===== src/sv/refcounted_space_slot_table_unit_macros.svh =====
// ----------------------------------------------------------------------------
// Assertion macros for the slot table unit
// Immediate-implication and next-cycle-implication property wrappers.
// ----------------------------------------------------------------------------
`ifndef REFCOUNTED_SPACE_SLOT_TABLE_UNIT_MACROS_SVH
`define REFCOUNTED_SPACE_SLOT_TABLE_UNIT_MACROS_SVH
`ifndef SYNTH
// Consequent must hold in the same cycle as the antecedent.
`define RSST_ASSERT_IMP(label, clk, rst_n, ante, cons) \
    label: assert property (@(posedge clk) disable iff (!rst_n) (ante) |-> (cons)) \
        else $error("slot table assertion failed");
// Consequent must hold in the cycle after the antecedent.
`define RSST_ASSERT_NXT(label, clk, rst_n, ante, cons) \
    label: assert property (@(posedge clk) disable iff (!rst_n) (ante) |=> (cons)) \
        else $error("slot table assertion failed");
`else
`define RSST_ASSERT_IMP(label, clk, rst_n, ante, cons)
`define RSST_ASSERT_NXT(label, clk, rst_n, ante, cons)
`endif
`endif


===== src/sv/rsst_pkg.sv =====
// ----------------------------------------------------------------------------
// rsst_pkg
// Types, codes and field layout shared by the slot table modules.
// ----------------------------------------------------------------------------
package rsst_pkg;

    // Sizes and field layout.
    localparam int SLOT_COUNT_DEF = 16;
    localparam int MAX_RESULTS    = 16;
    localparam int CNT_W          = 5;
    localparam int IN_W           = 48;
    localparam int OUT_W          = 64;
    localparam int CFG_W          = 32;
    localparam int CFG_IDX_W      = 1;
    localparam logic [15:0] RC_MAX = 16'hFFFF;

    // Operation codes; the two unused codes fall to a default arm.
    typedef enum logic [2:0] {
        OP_CREATE   = 3'd0,
        OP_FORK     = 3'd1,
        OP_RETAIN   = 3'd2,
        OP_RELEASE  = 3'd3,
        OP_GET      = 3'd4,
        OP_SNAPSHOT = 3'd5
    } t_op;

    typedef enum logic [1:0] {
        STS_OK        = 2'd0,
        STS_NOT_FOUND = 2'd1,
        STS_FULL      = 2'd2,
        STS_EMPTY     = 2'd3
    } t_status;

    typedef enum logic [CFG_IDX_W-1:0] {
        REG_KERNEL_KIND = 1'b0,
        REG_KERNEL_ID   = 1'b1
    } t_cfg_reg;

    // Which result the datapath loads into its output register.
    typedef enum logic [1:0] {
        EM_NONE = 2'd0,
        EM_FAIL = 2'd1,
        EM_NEW  = 2'd2,
        EM_SLOT = 2'd3
    } t_emit;

    // Count update applied to a slot that is reported.
    typedef enum logic [1:0] {
        UPD_KEEP = 2'd0,
        UPD_BUMP = 2'd1,
        UPD_DEC  = 2'd2
    } t_upd;

    typedef enum logic [2:0] {
        S_IDLE      = 3'd0,
        S_FREE      = 3'd1,
        S_SCAN      = 3'd2,
        S_CHECK     = 3'd3,
        S_ACT       = 3'd4,
        S_LIST      = 3'd5,
        S_LIST_EMIT = 3'd6,
        S_FAIL      = 3'd7
    } t_state;

    // One slot entry as held in the slot memory.
    typedef struct packed {
        logic [15:0] refcount;
        logic [7:0]  kind;
        logic [31:0] id;
    } t_slot;

    // Commands from the controller to the datapath.
    typedef struct packed {
        logic    accept;
        logic    rd_en;
        logic    idx_inc;
        logic    idx_clr;
        logic    fail_load;
        t_status fail_code;
        t_emit   emit;
        t_upd    upd;
        logic    emit_last;
        logic    take_kind;
    } t_cmd;

    // Status from the datapath to the controller.
    typedef struct packed {
        t_op  in_op;
        logic in_maxc_zero;
        t_op  op;
        logic used_here;
        logic id_hit;
        logic kind_kernel;
        logic idx_end;
        logic out_free;
        logic list_done;
    } t_stat;

endpackage


===== src/sv/refcounted_space_slot_table_unit.sv =====
// ----------------------------------------------------------------------------
// refcounted_space_slot_table_unit
// Reference-counted table of address-space slots with create, fork, retain,
// release, get and snapshot operations.
// ----------------------------------------------------------------------------
//  Channel   Dir  Handshake             Payload
//  s_axis    in   tvalid / tready       opcode, space_id, kind, max_count
//  m_axis    out  tvalid / tready       status, id, kind, refcount, isolated; tlast
//  cfg       in   write enable only     register index, write data
//
//  One operation at a time; slots are walked one per cycle, and each used slot
//  that a lookup or snapshot examines is first read from the slot memory.
//  A stalled output holds the report step; the next word is taken after the last load.
//  Synchronous reset frees all slots, next id 1, kernel kind 0, kernel id 1.
// ----------------------------------------------------------------------------
module refcounted_space_slot_table_unit #(
    parameter int SLOT_COUNT = rsst_pkg::SLOT_COUNT_DEF
) (
    input  logic                           i_clk,
    input  logic                           i_rst_n,
    input  logic                           i_s_axis_tvalid,
    output logic                           o_s_axis_tready,
    // [2:0] opcode, [34:3] space_id, [42:35] kind, [47:43] max_count
    input  logic [rsst_pkg::IN_W-1:0]      i_s_axis_tdata,
    output logic                           o_m_axis_tvalid,
    input  logic                           i_m_axis_tready,
    // [1:0] status, [33:2] result_id, [41:34] result_kind,
    // [57:42] result_refcount, [58] isolated, [63:59] zero
    output logic [rsst_pkg::OUT_W-1:0]     o_m_axis_tdata,
    output logic                           o_m_axis_tlast,
    input  logic                           i_cfg_we,
    input  logic [rsst_pkg::CFG_IDX_W-1:0] i_cfg_idx,
    input  logic [rsst_pkg::CFG_W-1:0]     i_cfg_data
);
    import rsst_pkg::*;

    t_cmd  w_cmd;
    t_stat w_stat;

    // Sequencer.
    rsst_ctrl u_ctrl (
        .i_clk      (i_clk),
        .i_rst_n    (i_rst_n),
        .i_in_valid (i_s_axis_tvalid),
        .o_in_ready (o_s_axis_tready),
        .i_stat     (w_stat),
        .o_cmd      (w_cmd)
    );

    // Table datapath.
    rsst_dp #(
        .SLOT_COUNT (SLOT_COUNT)
    ) u_dp (
        .i_clk       (i_clk),
        .i_rst_n     (i_rst_n),
        .i_in_data   (i_s_axis_tdata),
        .o_out_valid (o_m_axis_tvalid),
        .i_out_ready (i_m_axis_tready),
        .o_out_data  (o_m_axis_tdata),
        .o_out_last  (o_m_axis_tlast),
        .i_cfg_we    (i_cfg_we),
        .i_cfg_idx   (i_cfg_idx),
        .i_cfg_data  (i_cfg_data),
        .i_cmd       (w_cmd),
        .o_stat      (w_stat)
    );

endmodule


===== src/sv/rsst_ram.sv =====
// ----------------------------------------------------------------------------
// rsst_ram
// Generic single-write, single-read memory with a registered read port.
// ----------------------------------------------------------------------------
module rsst_ram #(
    parameter int WIDTH = 8,
    parameter int DEPTH = 16,
    parameter int AW    = (DEPTH > 1) ? $clog2(DEPTH) : 1
) (
    input  logic             i_clk,
    input  logic             i_we,
    input  logic [AW-1:0]    i_waddr,
    input  logic [WIDTH-1:0] i_wdata,
    input  logic             i_re,
    input  logic [AW-1:0]    i_raddr,
    output logic [WIDTH-1:0] o_rdata
);

    logic [WIDTH-1:0] r_mem [DEPTH];
    logic [WIDTH-1:0] r_rdata;

    // Write port and registered read port; read data holds between reads.
    always_ff @(posedge i_clk) begin
        if (i_we) begin
            r_mem[i_waddr] <= i_wdata;
        end
        if (i_re) begin
            r_rdata <= r_mem[i_raddr];
        end
    end

    assign o_rdata = r_rdata;

endmodule


===== src/sv/rsst_ctrl.sv =====
// ----------------------------------------------------------------------------
// rsst_ctrl
// Sequencer for the slot table: walks the slots one per step and tells the
// datapath when to read, update and report.
// ----------------------------------------------------------------------------
module rsst_ctrl (
    input  logic            i_clk,
    input  logic            i_rst_n,
    input  logic            i_in_valid,
    output logic            o_in_ready,
    input  rsst_pkg::t_stat i_stat,
    output rsst_pkg::t_cmd  o_cmd
);
    import rsst_pkg::*;

    t_state r_state;
    t_state n_state;

    // State register.
    always_ff @(posedge i_clk) begin
        if (!i_rst_n) begin
            r_state <= S_IDLE;
        end else begin
            r_state <= n_state;
        end
    end

    // Next state.
    always_comb begin
        n_state = r_state;
        unique case (r_state)
            S_IDLE: begin
                if (i_in_valid) begin
                    unique case (i_stat.in_op)
                        OP_CREATE:   n_state = S_FREE;
                        OP_FORK:     n_state = S_SCAN;
                        OP_RETAIN:   n_state = S_SCAN;
                        OP_RELEASE:  n_state = S_SCAN;
                        OP_GET:      n_state = S_SCAN;
                        OP_SNAPSHOT: n_state = i_stat.in_maxc_zero ? S_FAIL : S_LIST;
                        default:     n_state = S_FAIL;
                    endcase
                end
            end
            S_FREE: begin
                if (!i_stat.used_here) begin
                    if (i_stat.out_free) begin
                        n_state = S_IDLE;
                    end
                end else if (i_stat.idx_end) begin
                    n_state = S_FAIL;
                end
            end
            S_SCAN: begin
                if (i_stat.used_here) begin
                    n_state = S_CHECK;
                end else if (i_stat.idx_end) begin
                    n_state = S_FAIL;
                end
            end
            S_CHECK: begin
                if (i_stat.id_hit) begin
                    n_state = S_ACT;
                end else if (i_stat.idx_end) begin
                    n_state = S_FAIL;
                end else begin
                    n_state = S_SCAN;
                end
            end
            S_ACT: begin
                if (i_stat.op == OP_FORK && !i_stat.kind_kernel) begin
                    n_state = S_FREE;
                end else if (i_stat.out_free) begin
                    n_state = S_IDLE;
                end
            end
            S_LIST: begin
                if (i_stat.used_here) begin
                    n_state = S_LIST_EMIT;
                end else if (i_stat.idx_end) begin
                    n_state = S_FAIL;
                end
            end
            S_LIST_EMIT: begin
                if (i_stat.out_free) begin
                    n_state = i_stat.list_done ? S_IDLE : S_LIST;
                end
            end
            S_FAIL: begin
                if (i_stat.out_free) begin
                    n_state = S_IDLE;
                end
            end
            default: n_state = S_IDLE;
        endcase
    end

    // Commands to the datapath. Ready stays low while reset is asserted.
    always_comb begin
        o_cmd      = '0;
        o_in_ready = 1'b0;
        unique case (r_state)
            S_IDLE: begin
                o_in_ready = i_rst_n;
                if (i_in_valid) begin
                    o_cmd.accept = 1'b1;
                    unique case (i_stat.in_op)
                        OP_CREATE, OP_FORK, OP_RETAIN, OP_RELEASE, OP_GET: begin
                        end
                        OP_SNAPSHOT: begin
                            o_cmd.fail_load = i_stat.in_maxc_zero;
                            o_cmd.fail_code = STS_EMPTY;
                        end
                        default: begin
                            o_cmd.fail_load = 1'b1;
                            o_cmd.fail_code = STS_NOT_FOUND;
                        end
                    endcase
                end
            end
            S_FREE: begin
                if (!i_stat.used_here) begin
                    if (i_stat.out_free) begin
                        o_cmd.emit      = EM_NEW;
                        o_cmd.emit_last = 1'b1;
                    end
                end else if (i_stat.idx_end) begin
                    o_cmd.fail_load = 1'b1;
                    o_cmd.fail_code = STS_FULL;
                end else begin
                    o_cmd.idx_inc = 1'b1;
                end
            end
            S_SCAN: begin
                if (i_stat.used_here) begin
                    o_cmd.rd_en = 1'b1;
                end else if (i_stat.idx_end) begin
                    o_cmd.fail_load = 1'b1;
                    o_cmd.fail_code = STS_NOT_FOUND;
                end else begin
                    o_cmd.idx_inc = 1'b1;
                end
            end
            S_CHECK: begin
                if (!i_stat.id_hit) begin
                    if (i_stat.idx_end) begin
                        o_cmd.fail_load = 1'b1;
                        o_cmd.fail_code = STS_NOT_FOUND;
                    end else begin
                        o_cmd.idx_inc = 1'b1;
                    end
                end
            end
            S_ACT: begin
                if (i_stat.op == OP_FORK && !i_stat.kind_kernel) begin
                    // A user-kind parent is copied into a fresh slot.
                    o_cmd.take_kind = 1'b1;
                    o_cmd.idx_clr   = 1'b1;
                end else if (i_stat.out_free) begin
                    o_cmd.emit      = EM_SLOT;
                    o_cmd.emit_last = 1'b1;
                    unique case (i_stat.op)
                        OP_FORK:    o_cmd.upd = UPD_BUMP;
                        OP_RETAIN:  o_cmd.upd = UPD_BUMP;
                        OP_RELEASE: o_cmd.upd = UPD_DEC;
                        default:    o_cmd.upd = UPD_KEEP;
                    endcase
                end
            end
            S_LIST: begin
                if (i_stat.used_here) begin
                    o_cmd.rd_en = 1'b1;
                end else if (i_stat.idx_end) begin
                    o_cmd.fail_load = 1'b1;
                    o_cmd.fail_code = STS_EMPTY;
                end else begin
                    o_cmd.idx_inc = 1'b1;
                end
            end
            S_LIST_EMIT: begin
                if (i_stat.out_free) begin
                    o_cmd.emit      = EM_SLOT;
                    o_cmd.upd       = UPD_KEEP;
                    o_cmd.emit_last = i_stat.list_done;
                    o_cmd.idx_inc   = !i_stat.list_done;
                end
            end
            S_FAIL: begin
                if (i_stat.out_free) begin
                    o_cmd.emit      = EM_FAIL;
                    o_cmd.emit_last = 1'b1;
                end
            end
            default: begin
            end
        endcase
    end

endmodule


===== src/sv/rsst_dp.sv =====
// ----------------------------------------------------------------------------
// rsst_dp
// Slot table datapath: slot memory, used bits, id counter, configuration
// registers and the output register.
// ----------------------------------------------------------------------------
`include "refcounted_space_slot_table_unit_macros.svh"

module rsst_dp #(
    parameter int SLOT_COUNT = rsst_pkg::SLOT_COUNT_DEF
) (
    input  logic                           i_clk,
    input  logic                           i_rst_n,
    input  logic [rsst_pkg::IN_W-1:0]      i_in_data,
    output logic                           o_out_valid,
    input  logic                           i_out_ready,
    output logic [rsst_pkg::OUT_W-1:0]     o_out_data,
    output logic                           o_out_last,
    input  logic                           i_cfg_we,
    input  logic [rsst_pkg::CFG_IDX_W-1:0] i_cfg_idx,
    input  logic [rsst_pkg::CFG_W-1:0]     i_cfg_data,
    input  rsst_pkg::t_cmd                 i_cmd,
    output rsst_pkg::t_stat                o_stat
);
    import rsst_pkg::*;

    localparam int IDX_W  = (SLOT_COUNT > 1) ? $clog2(SLOT_COUNT) : 1;
    localparam int SLOT_W = $bits(t_slot);

    // Operation registers.
    t_op              r_op;
    logic [31:0]      r_id;
    logic [7:0]       r_kind;
    logic [CNT_W-1:0] r_maxc;
    logic [CNT_W-1:0] r_nlist;
    logic [IDX_W-1:0] r_idx;
    t_status          r_fail;

    // Table state and configuration.
    logic [SLOT_COUNT-1:0] r_used;
    logic [31:0]           r_next_id;
    logic [7:0]            r_kernel_kind;
    logic [31:0]           r_kernel_id;

    // Output register.
    logic        r_out_valid;
    t_status     r_out_status;
    logic [31:0] r_out_id;
    logic [7:0]  r_out_kind;
    logic [15:0] r_out_rc;
    logic        r_out_iso;
    logic        r_out_last;

    t_status     n_out_status;
    logic [31:0] n_out_id;
    logic [7:0]  n_out_kind;
    logic [15:0] n_out_rc;

    // Input word fields.
    t_op              w_in_op;
    logic [31:0]      w_in_id;
    logic [7:0]       w_in_kind;
    logic [CNT_W-1:0] w_in_maxc;
    logic [CNT_W-1:0] w_in_maxc_cap;

    logic [SLOT_W-1:0] w_rdata;
    t_slot             w_slot;
    logic [15:0]       w_rc_new;
    logic              w_free;
    logic              w_above;
    logic              w_we;
    t_slot             w_wdata;

    assign w_in_op       = t_op'(i_in_data[2:0]);
    assign w_in_id       = i_in_data[34:3];
    assign w_in_kind     = i_in_data[42:35];
    assign w_in_maxc     = i_in_data[47:43];
    assign w_in_maxc_cap = (w_in_maxc > CNT_W'(MAX_RESULTS)) ? CNT_W'(MAX_RESULTS) : w_in_maxc;

    // Slot memory: read at the scan index, written when a slot is made or updated.
    rsst_ram #(
        .WIDTH (SLOT_W),
        .DEPTH (SLOT_COUNT),
        .AW    (IDX_W)
    ) u_ram (
        .i_clk   (i_clk),
        .i_we    (w_we),
        .i_waddr (r_idx),
        .i_wdata (w_wdata),
        .i_re    (i_cmd.rd_en),
        .i_raddr (r_idx),
        .o_rdata (w_rdata)
    );

    assign w_slot = t_slot'(w_rdata);

    // Saturating count update for the slot being reported.
    always_comb begin
        unique case (i_cmd.upd)
            UPD_BUMP: w_rc_new = (w_slot.refcount == RC_MAX) ? w_slot.refcount
                                                              : w_slot.refcount + 16'd1;
            UPD_DEC:  w_rc_new = (w_slot.refcount == 16'd0) ? 16'd0
                                                             : w_slot.refcount - 16'd1;
            default:  w_rc_new = w_slot.refcount;
        endcase
    end

    // A release that reaches zero frees the slot, except for the kernel space.
    assign w_free = (i_cmd.emit == EM_SLOT) && (i_cmd.upd == UPD_DEC) &&
                    (w_rc_new == 16'd0) && (r_id != r_kernel_id);

    // Memory write data.
    always_comb begin
        if (i_cmd.emit == EM_NEW) begin
            w_we             = 1'b1;
            w_wdata.refcount = 16'd1;
            w_wdata.kind     = r_kind;
            w_wdata.id       = r_next_id;
        end else begin
            w_we             = (i_cmd.emit == EM_SLOT) && (i_cmd.upd != UPD_KEEP);
            w_wdata.refcount = w_rc_new;
            w_wdata.kind     = w_slot.kind;
            w_wdata.id       = w_slot.id;
        end
    end

    // Any used slot beyond the scan index, for the snapshot's last flag.
    always_comb begin
        w_above = 1'b0;
        for (int i = 0; i < SLOT_COUNT; i++) begin
            if (r_used[i] && (IDX_W'(i) > r_idx)) begin
                w_above = 1'b1;
            end
        end
    end

    // Next output payload.
    always_comb begin
        n_out_status = r_out_status;
        n_out_id     = r_out_id;
        n_out_kind   = r_out_kind;
        n_out_rc     = r_out_rc;
        unique case (i_cmd.emit)
            EM_FAIL: begin
                n_out_status = r_fail;
                n_out_id     = 32'd0;
                n_out_kind   = 8'd0;
                n_out_rc     = 16'd0;
            end
            EM_NEW: begin
                n_out_status = STS_OK;
                n_out_id     = r_next_id;
                n_out_kind   = r_kind;
                n_out_rc     = 16'd1;
            end
            EM_SLOT: begin
                n_out_status = STS_OK;
                n_out_id     = w_slot.id;
                n_out_kind   = w_slot.kind;
                n_out_rc     = w_rc_new;
            end
            default: begin
            end
        endcase
    end

    // Control and table state.
    always_ff @(posedge i_clk) begin
        if (!i_rst_n) begin
            r_used        <= '0;
            r_next_id     <= 32'd1;
            r_kernel_kind <= 8'd0;
            r_kernel_id   <= 32'd1;
            r_out_valid   <= 1'b0;
            r_idx         <= '0;
            r_nlist       <= '0;
        end else begin
            if (i_cfg_we) begin
                unique case (t_cfg_reg'(i_cfg_idx))
                    REG_KERNEL_KIND: r_kernel_kind <= i_cfg_data[7:0];
                    REG_KERNEL_ID:   r_kernel_id   <= i_cfg_data;
                    default: begin
                    end
                endcase
            end
            if (i_cmd.accept || i_cmd.idx_clr) begin
                r_idx <= '0;
            end else if (i_cmd.idx_inc) begin
                r_idx <= r_idx + IDX_W'(1);
            end
            if (i_cmd.accept) begin
                r_nlist <= '0;
            end else if (i_cmd.emit == EM_SLOT) begin
                r_nlist <= r_nlist + CNT_W'(1);
            end
            if (i_cmd.emit == EM_NEW) begin
                r_used[r_idx] <= 1'b1;
                r_next_id     <= r_next_id + 32'd1;
            end
            if (w_free) begin
                r_used[r_idx] <= 1'b0;
            end
            if (i_cmd.emit != EM_NONE) begin
                r_out_valid <= 1'b1;
            end else if (i_out_ready) begin
                r_out_valid <= 1'b0;
            end
        end
    end

    // Operation and output payload registers.
    always_ff @(posedge i_clk) begin
        if (i_cmd.accept) begin
            r_op   <= w_in_op;
            r_id   <= w_in_id;
            r_kind <= w_in_kind;
            r_maxc <= w_in_maxc_cap;
        end else if (i_cmd.take_kind) begin
            r_kind <= w_slot.kind;
        end
        if (i_cmd.fail_load) begin
            r_fail <= i_cmd.fail_code;
        end
        if (i_cmd.emit != EM_NONE) begin
            r_out_status <= n_out_status;
            r_out_id     <= n_out_id;
            r_out_kind   <= n_out_kind;
            r_out_rc     <= n_out_rc;
            r_out_iso    <= (n_out_status == STS_OK) && (n_out_kind != r_kernel_kind);
            r_out_last   <= i_cmd.emit_last;
        end
    end

    // Status to the controller.
    assign o_stat.in_op        = w_in_op;
    assign o_stat.in_maxc_zero = (w_in_maxc == '0);
    assign o_stat.op           = r_op;
    assign o_stat.used_here    = r_used[r_idx];
    assign o_stat.id_hit       = (w_slot.id == r_id);
    assign o_stat.kind_kernel  = (w_slot.kind == r_kernel_kind);
    assign o_stat.idx_end      = (r_idx == IDX_W'(SLOT_COUNT - 1));
    assign o_stat.out_free     = !r_out_valid || i_out_ready;
    assign o_stat.list_done    = ((r_nlist + CNT_W'(1)) == r_maxc) || !w_above;

    // Output word.
    assign o_out_valid = r_out_valid;
    assign o_out_last  = r_out_last;
    assign o_out_data  = {5'd0, r_out_iso, r_out_rc, r_out_kind, r_out_id, r_out_status};

    // A result is loaded only when the output register can take it.
    `RSST_ASSERT_IMP(a_emit_free, i_clk, i_rst_n, i_cmd.emit != EM_NONE, o_stat.out_free)
    // A new space is only placed in a free slot.
    `RSST_ASSERT_IMP(a_new_free, i_clk, i_rst_n, i_cmd.emit == EM_NEW, !r_used[r_idx])
    // An existing slot is only reported while it is in use.
    `RSST_ASSERT_IMP(a_slot_used, i_clk, i_rst_n, i_cmd.emit == EM_SLOT, r_used[r_idx])
    // Each created space consumes exactly one id.
    `RSST_ASSERT_NXT(a_id_step, i_clk, i_rst_n, i_cmd.emit == EM_NEW,
                     r_next_id == $past(r_next_id) + 32'd1)

endmodule


===== config.mk =====
export PLATFORM = sky130hd
export DESIGN_NAME = refcounted_space_slot_table_unit
export DESIGN_NICKNAME = d
export VERILOG_FILES = /design/src/sv/rsst_pkg.sv /design/src/sv/refcounted_space_slot_table_unit.sv /design/src/sv/rsst_ram.sv /design/src/sv/rsst_ctrl.sv /design/src/sv/rsst_dp.sv
export VERILOG_INCLUDE_DIRS = /design/src /design/src/sv
export SDC_FILE = /design/constraint.sdc
export NUM_CORES = 1
export LEC_CHECK = 0
export BUFFER_PORTS_ARGS = -buffer_cell sky130_fd_sc_hd__buf_2
export CORE_ASPECT_RATIO = 0.8
export CORE_UTILIZATION = 25
export CTS_BUF_LIST = sky130_fd_sc_hd__clkbuf_8
export CTS_CLUSTER_SIZE = 25
export DETAILED_ROUTE_END_ITERATION = 8
export GPL_TIMING_DRIVEN = 0
export PLACE_DENSITY = 0.51
export SYNTH_ARGS = -nofsm -noshare
export SYNTH_HDL_FRONTEND = slang
export SYNTH_HIERARCHICAL = 1
export SYNTH_SLANG_ARGS = --single-unit

===== constraint.sdc =====
create_clock -name i_clk -period 10.08 [get_ports i_clk]
set_input_delay 0.504 -clock i_clk [delete_from_list [all_inputs] [get_ports i_clk]]
set_output_delay 0.504 -clock i_clk [all_outputs]
set_load 0.03 [all_outputs]

* Word-level counts from Yosys, hierarchy flattened
Memory sizes are Yosys's and may differ from the RTL's. A register that Yosys moved wholly into a read port is not among the register bits.
Cells that the tools add are included.
** Word-level totals
- Memories :: 1
- Memory bits (writable) :: 896
- Output and inout port bits :: 67
- Flip-flop bits (word level) :: 211
- Bits of input ports :: 86
- Word-level logic and storage cells :: 217
** Cells by class
- Eq/ne operators :: 29
- Reductions and logical operators :: 52
- Bitwise operators :: 5
- Add/sub/neg operators :: 5
- Order comparisons :: 19
- Mux-type cells :: 87
** Memories
- u_dp.u_ram.r_mem :: depth 16, width 56, rd ports 1, clocked after Yosys merged registers in 1, wr ports 1, line rsst_ram.sv:19 : logic [WIDTH-1:0] r_mem [DEPTH];
** Operators with widths (count)
- $pmux 32 s3 :: 1
- $mux 16 :: 5
- $mux 3 :: 19
- $mux 56 :: 1
- $pmux 16 s3 :: 1
- $mux 1 :: 38
- $add 32x1->32 const B :: 1
- $eq 32x32->1 :: 1
- $gt 4x4->1 const A :: 8
- $logic_not 16->1 :: 2
- $ne 32x32->1 :: 1
- $pmux 16 s2 :: 1
- $pmux 3 s8 :: 1
- $pmux 8 s3 :: 1
- $logic_and 1x1->1 :: 23
- $eq 3x2->1 const B :: 6
- $eq 3x3->1 const B :: 6
- $add 16x1->16 const B :: 1
- $and 16x16->16 :: 1
- $eq 16x16->1 const B :: 1
- $gt 3x4->1 const A :: 4
- $mux 8 :: 2
- $not 16->16 :: 1
- $or 16x16->16 :: 1
- other kinds (39) :: 70

* Logic depth before layout (Yosys ltp)
- Depth in word-level cells :: 28
- Depth in mapped cells :: 17

* Modules after synthesis
Netlist, hierarchy kept.
** By module, submodules not included
- rsst_ram :: cells each 1445, instances 1, sequential area each 28587.4 µm², area an instance 35238.8 µm²
- rsst_dp :: cells each 1223, instances 1, sequential area each 5265.0 µm², area an instance 11479.8 µm²
- rsst_ctrl :: cells each 98, instances 1, sequential area each 60.1 µm², area an instance 661.9 µm²

* Least setup slack after synthesis
Ideal clock, no wire load.
- Path type :: reg2reg
- Start :: reg u_dp.r_idx[0]
- End :: mem u_dp/u_ram/r_mem[0][0] (netlist name) (enable)
- Buffers on the path :: 4
- Stages on the path, launching flop included :: 13
- Arrival :: 7.887 ns
- Path slack :: 1.654 ns
- Setup time :: 0.539 ns
- Required time :: 9.541 ns
- Cells stage by stage :: dfxtp_1 clkbuf_1 mux4_2 mux4_2 buf_4 nor3_1 a31oi_1 nor2b_1 buf_1 clkbuf_1 a21boi_0 or3b_2 nor3_1
** RTL lines
- start, declared :: line rsst_dp.sv:35 : logic [IDX_W-1:0] r_idx;
- start signal, assigned :: line rsst_dp.sv:188 : r_idx <= r_idx + IDX_W'(1);
- end, declared :: line rsst_ram.sv:19

==> results.txt <==
The clock tree from TritonCTS is done. The kind of end point of the critical path is a flop. The CTS H-tree depth is 4.

The utilization after layout is 30.47%. The count of nets left with antenna violations once routing finished came out at 0. Of all cell types, the one taking the most synthesized area is sky130_fd_sc_hd__edfxtp_1. The synthesized netlist occupies a cell area of 47,380 um^2.

The buffers plus inverters on the worst setup path came out at 8. The final clock period utilization by the worst path is 74.30%. The final weighted congestion in routability-driven placement came out at 0.8587.

Timing would allow up to 0.1335 GHz. The top-level I/O count is 153. The net switching component of the power came out at 4.722 mW.

From left edge to right edge, the die measures 488.7 um. The routed length per instance came out at 24.19 um. Dividing the detail-routed via count by the number of cells gives 4.682. The setup clock skew after layout is 0.03971 ns. The average instance area after synthesis came out at 17.13 um^2. The run finished with clean final reports.

On the worst path, the slowest cell contributes a delay of 0.76 ns. The net total in the final layout is 3,368. The height of the die is 391.4 um.

In this run the static leakage power is 18.51 nW. Buffers inserted during clock tree synthesis total 193. The overall routing resource usage came out at 14.93%. Global routing finished with a remaining overflow of 0. The total die area is 191,300 um^2. The sink count of the clock tree is 1,163.

The detailed-routing iteration count for the pre-antenna-repair pass is 6. The post-layout instance count excluding filler cells is 5,951. The final-report hold violation count is 0.

The most frequent cell on the critical path is sky130_fd_sc_hd__buf_6. The count of warnings emitted by yosys came out at 6. The time the final worst path needs with I/O delays and setup came out at 7.489 ns. Net switching is 32.60% of the power. After layout, the design draws a total of 14.48 mW. The number of instances in the placed design is 5,511. The reported max-cap violation count came out at 0.

The row count came out at 142. In the routed design, unresolved DRC markers number 0. Port buffering added 147 buffers. At the pin with the least slew margin, the transition time is 1.469 ns.

Counting instances in the post-synthesis netlist gives the leading cell types as 1,062 x sky130_fd_sc_hd__edfxtp_1, 311 x sky130_fd_sc_hd__nand2_1, 229 x sky130_fd_sc_hd__mux4_2, 113 x sky130_fd_sc_hd__a22oi_1, 109 x sky130_fd_sc_hd__nor2_1. The DRC marker count from the first detailed-route iteration is 3,057. Detailed placement ended at an HPWL of 98,500 um. Ranked by total cell area, the synthesized netlist is headed by sky130_fd_sc_hd__edfxtp_1 67%, sky130_fd_sc_hd__mux4_2 11%, sky130_fd_sc_hd__dfxtp_1 4.3%. The commonest register cell after synthesis is sky130_fd_sc_hd__edfxtp_1. The element type at the critical path start is a flop. The flop and latch count out of synthesis came out at 1,163.

Entering global routing, the biggest net connects 33 pins. Of all flip-flops after synthesis, the portion carrying an async set or reset was 0%. The standard cell core area is 187,800 um^2. The total negative setup slack came out at 0 ns. The synthesis-to-finish area growth is 20.76%. The most common cell in the synthesized netlist is sky130_fd_sc_hd__edfxtp_1. The worst endpoint data arrival time came out at 8.06 ns. The share of the Yosys chip area taken by registers is 71.57%. The starting density of the core came out at 25.23%. The total internal power is 9.761 mW. The required time at the endpoint of the critical path is 10.65 ns. The largest fanout on the critical path is 11.

The maximum root-to-sink buffer count came out at 3. The total number of vias is 27.86k. The combinational cell fraction of total power is 27.3%. The cell sitting at the root of the clock tree is a sky130_fd_sc_hd__clkbuf_8. Of the post-synthesis cell area, the dominant cell type holds 67.31%.

The worst ir drop on vdd is 0.0001706 V. The power density over the cells came out at 253.1 nW/um^2. The clock-pin slew of the registers on the worst-case setup and hold paths is 0.06 ns. The clock share of power is 27.4%. Yosys mapped the design onto 85 distinct sky130hd cell types. The slowest stage of the critical path belongs to the cell sky130_fd_sc_hd__nor3_2.

Setup repair after global routing left no endpoint under its margin. The standard cell area after detailed placement is 52,720 um^2. The count of buffers added by post-CTS timing repair for setup is 0.

The share of total power dissipated in sequential elements is 45.4%. After routing the design area is 57,220 um^2. The number of global-route vias before repair is 27.90k. The kind of path behind the tightest hold check is in -> reg. The number of pins exceeding their max-slew limit in the final report is 0.

The fraction of final layout cells sized beyond drive strength 1 came out at 24.00%. For this block, the routed nets add up to 143,900 um of wire. The critical path is of the reg -> reg type. Clock latency on the worst-skew pair, taken at its later pin, is 0.89 ns.

The cell type group with the largest total delay on the critical path is buffers and inverters. The initial antenna violation count came out at 3. The number of enable flip-flop cells after synthesis came out at 1,062. The first global-routing pass estimated 204,800 um of wire.

The number of cells produced by synthesis is 2,766. The signal on the critical path passes through clkbuf_1 -> mux4_2 -> mux4_2 -> buf_4 -> nor3_1 -> a31oi_1 -> nor2b_1 -> buf_1 -> clkbuf_1 -> a21boi_0 -> or3b_2 -> nor3_2 -> buf_6 -> buf_6 -> buf_6 -> buf_6. The final-report setup violation count came out at 0. Headroom to the max-slew limit came out at 2.085%.
registers in the layout (all words and copies together) (netlist names), 8 cells and up:
| signal | cells |
|---|---|
| u_dp/r_id | 32 |
| u_dp/r_kernel_id | 32 |
| u_dp/r_kernel_kind | 8 |
| u_dp/r_kind | 8 |
| u_dp/r_next_id | 32 |
| u_dp/r_out_id | 32 |
| u_dp/r_out_kind | 8 |
| u_dp/r_out_rc | 16 |
| u_dp/r_used | 16 |
| u_dp/u_ram/o_rdata | 56 |
| u_dp/u_ram/r_mem | 896 |
worst reg2reg max path: cells and delay by family, from the launching register on:
family          cells  cell delay [ns]
compound gates      2             0.65
mux                 2             1.09
buf+inv             8             2.89
simple gates        4             1.95
flops               1             0.61
worst paths after layout:
check | start | endpoint | slack (ns) | cells past startpoint
worst min-delay path | i_cfg_idx | u_dp/r_kernel_id[31] | 0.20 | 4
worst max-delay path | u_dp/r_idx[0] | u_dp/u_ram/r_mem[0][35] | 2.59 | 16
worst min register to register | u_dp/r_nlist[1] | u_dp/r_nlist[1] | 0.48 | 2
worst max register to register | u_dp/r_idx[0] | u_dp/u_ram/r_mem[0][35] | 2.59 | 16
routing by layer:
layer	part of all wire, %	track usage (%)
met4	1.8	3.728
met5	0	0
met1	45	21.40
met3	7.4	2.799
met2	46	23.09
layout make-up:
| class | count | area, um^2 |
|---|---|---|
| fillers | 18500 | 130600 |
| flip-flops and latches | 1163 | 33910 |
| multi-input cells | 1424 | 12660 |
| well taps | 2520 | 3153 |
| clock buffers | 211 | 2904 |
| repair buffers | 305 | 2888 |
| plain buffers | 165 | 872.1 |
| clock inverters | 143 | 747.0 |
| inverters | 18 | 70.07 |
| diodes | 2 | 5.005 |
power by group through the flow:
stage	clock, mW	sequential [mW]	combinational, mW
floorplan	0	6.82	2.28
detailed placement	0	6.67	3.95
CTS	4.07	6.57	3.98
global route	4.27	6.60	4.24
finish	3.96	6.57	3.95
global placement	0	6.74	3.77
placed cells by master (no fill, tap or decap), types with 21 or more instances in the layout:
master | Yosys | routed
sky130_fd_sc_hd__a21boi_0 | 37 | 37
sky130_fd_sc_hd__a22oi_1 | 113 | 113
sky130_fd_sc_hd__a31oi_1 | 23 | 23
sky130_fd_sc_hd__and2_1 | 37 | 36
sky130_fd_sc_hd__buf_12 | 0 | 24
sky130_fd_sc_hd__buf_2 | 25 | 172
sky130_fd_sc_hd__buf_4 | 20 | 23
sky130_fd_sc_hd__buf_6 | 19 | 45
sky130_fd_sc_hd__clkbuf_1 | 92 | 92
sky130_fd_sc_hd__clkbuf_8 | 0 | 211
sky130_fd_sc_hd__clkinv_1 | 1 | 40
sky130_fd_sc_hd__clkinv_2 | 0 | 24
sky130_fd_sc_hd__dfxtp_1 | 101 | 101
sky130_fd_sc_hd__dlygate4sd3_1 | 0 | 84
sky130_fd_sc_hd__edfxtp_1 | 1062 | 1062
sky130_fd_sc_hd__inv_1 | 17 | 83
sky130_fd_sc_hd__mux2i_1 | 52 | 52
sky130_fd_sc_hd__mux4_2 | 229 | 229
sky130_fd_sc_hd__nand2_1 | 311 | 311
sky130_fd_sc_hd__nand3_1 | 30 | 30
sky130_fd_sc_hd__nand4_1 | 28 | 28
sky130_fd_sc_hd__nor2_1 | 109 | 95
sky130_fd_sc_hd__nor2b_1 | 55 | 55
sky130_fd_sc_hd__nor3_1 | 25 | 21
sky130_fd_sc_hd__nor4_1 | 22 | 22
sky130_fd_sc_hd__o21ai_0 | 49 | 49
sky130_fd_sc_hd__xnor2_1 | 36 | 36
sky130_fd_sc_hd__xor2_1 | 87 | 87
logic make-up after synthesis:
family / after synthesis / synth area share (%)
flops: 1163 / 71.57
simple gates: 693 / 7.159
compound gates: 301 / 4.487
mux: 290 / 12.20
buf+inv: 183 / 1.983
xor+xnor: 123 / 2.274
fa+ha+maj: 12 / 0.3169
other cells: 1 / 0.007915
per-stage QoR:
step | hold slack, ns | setup slack (ns)
final | 0.1962 | 2.591
after global routing | 0.1570 | 2.309
after CTS | 0.09028 | 2.611
after detailed placement | 0.4693 | 2.668
after global placement | 0.4620 | -5.627
after floorplan | 0.4536 | 1.654
timing repair:
item	4_1_cts	5_1_grt
endpoints found under the hold margin	91	0
hold buffers	84	0
resized for setup	0	0
(Power assumes the default switching activity.)
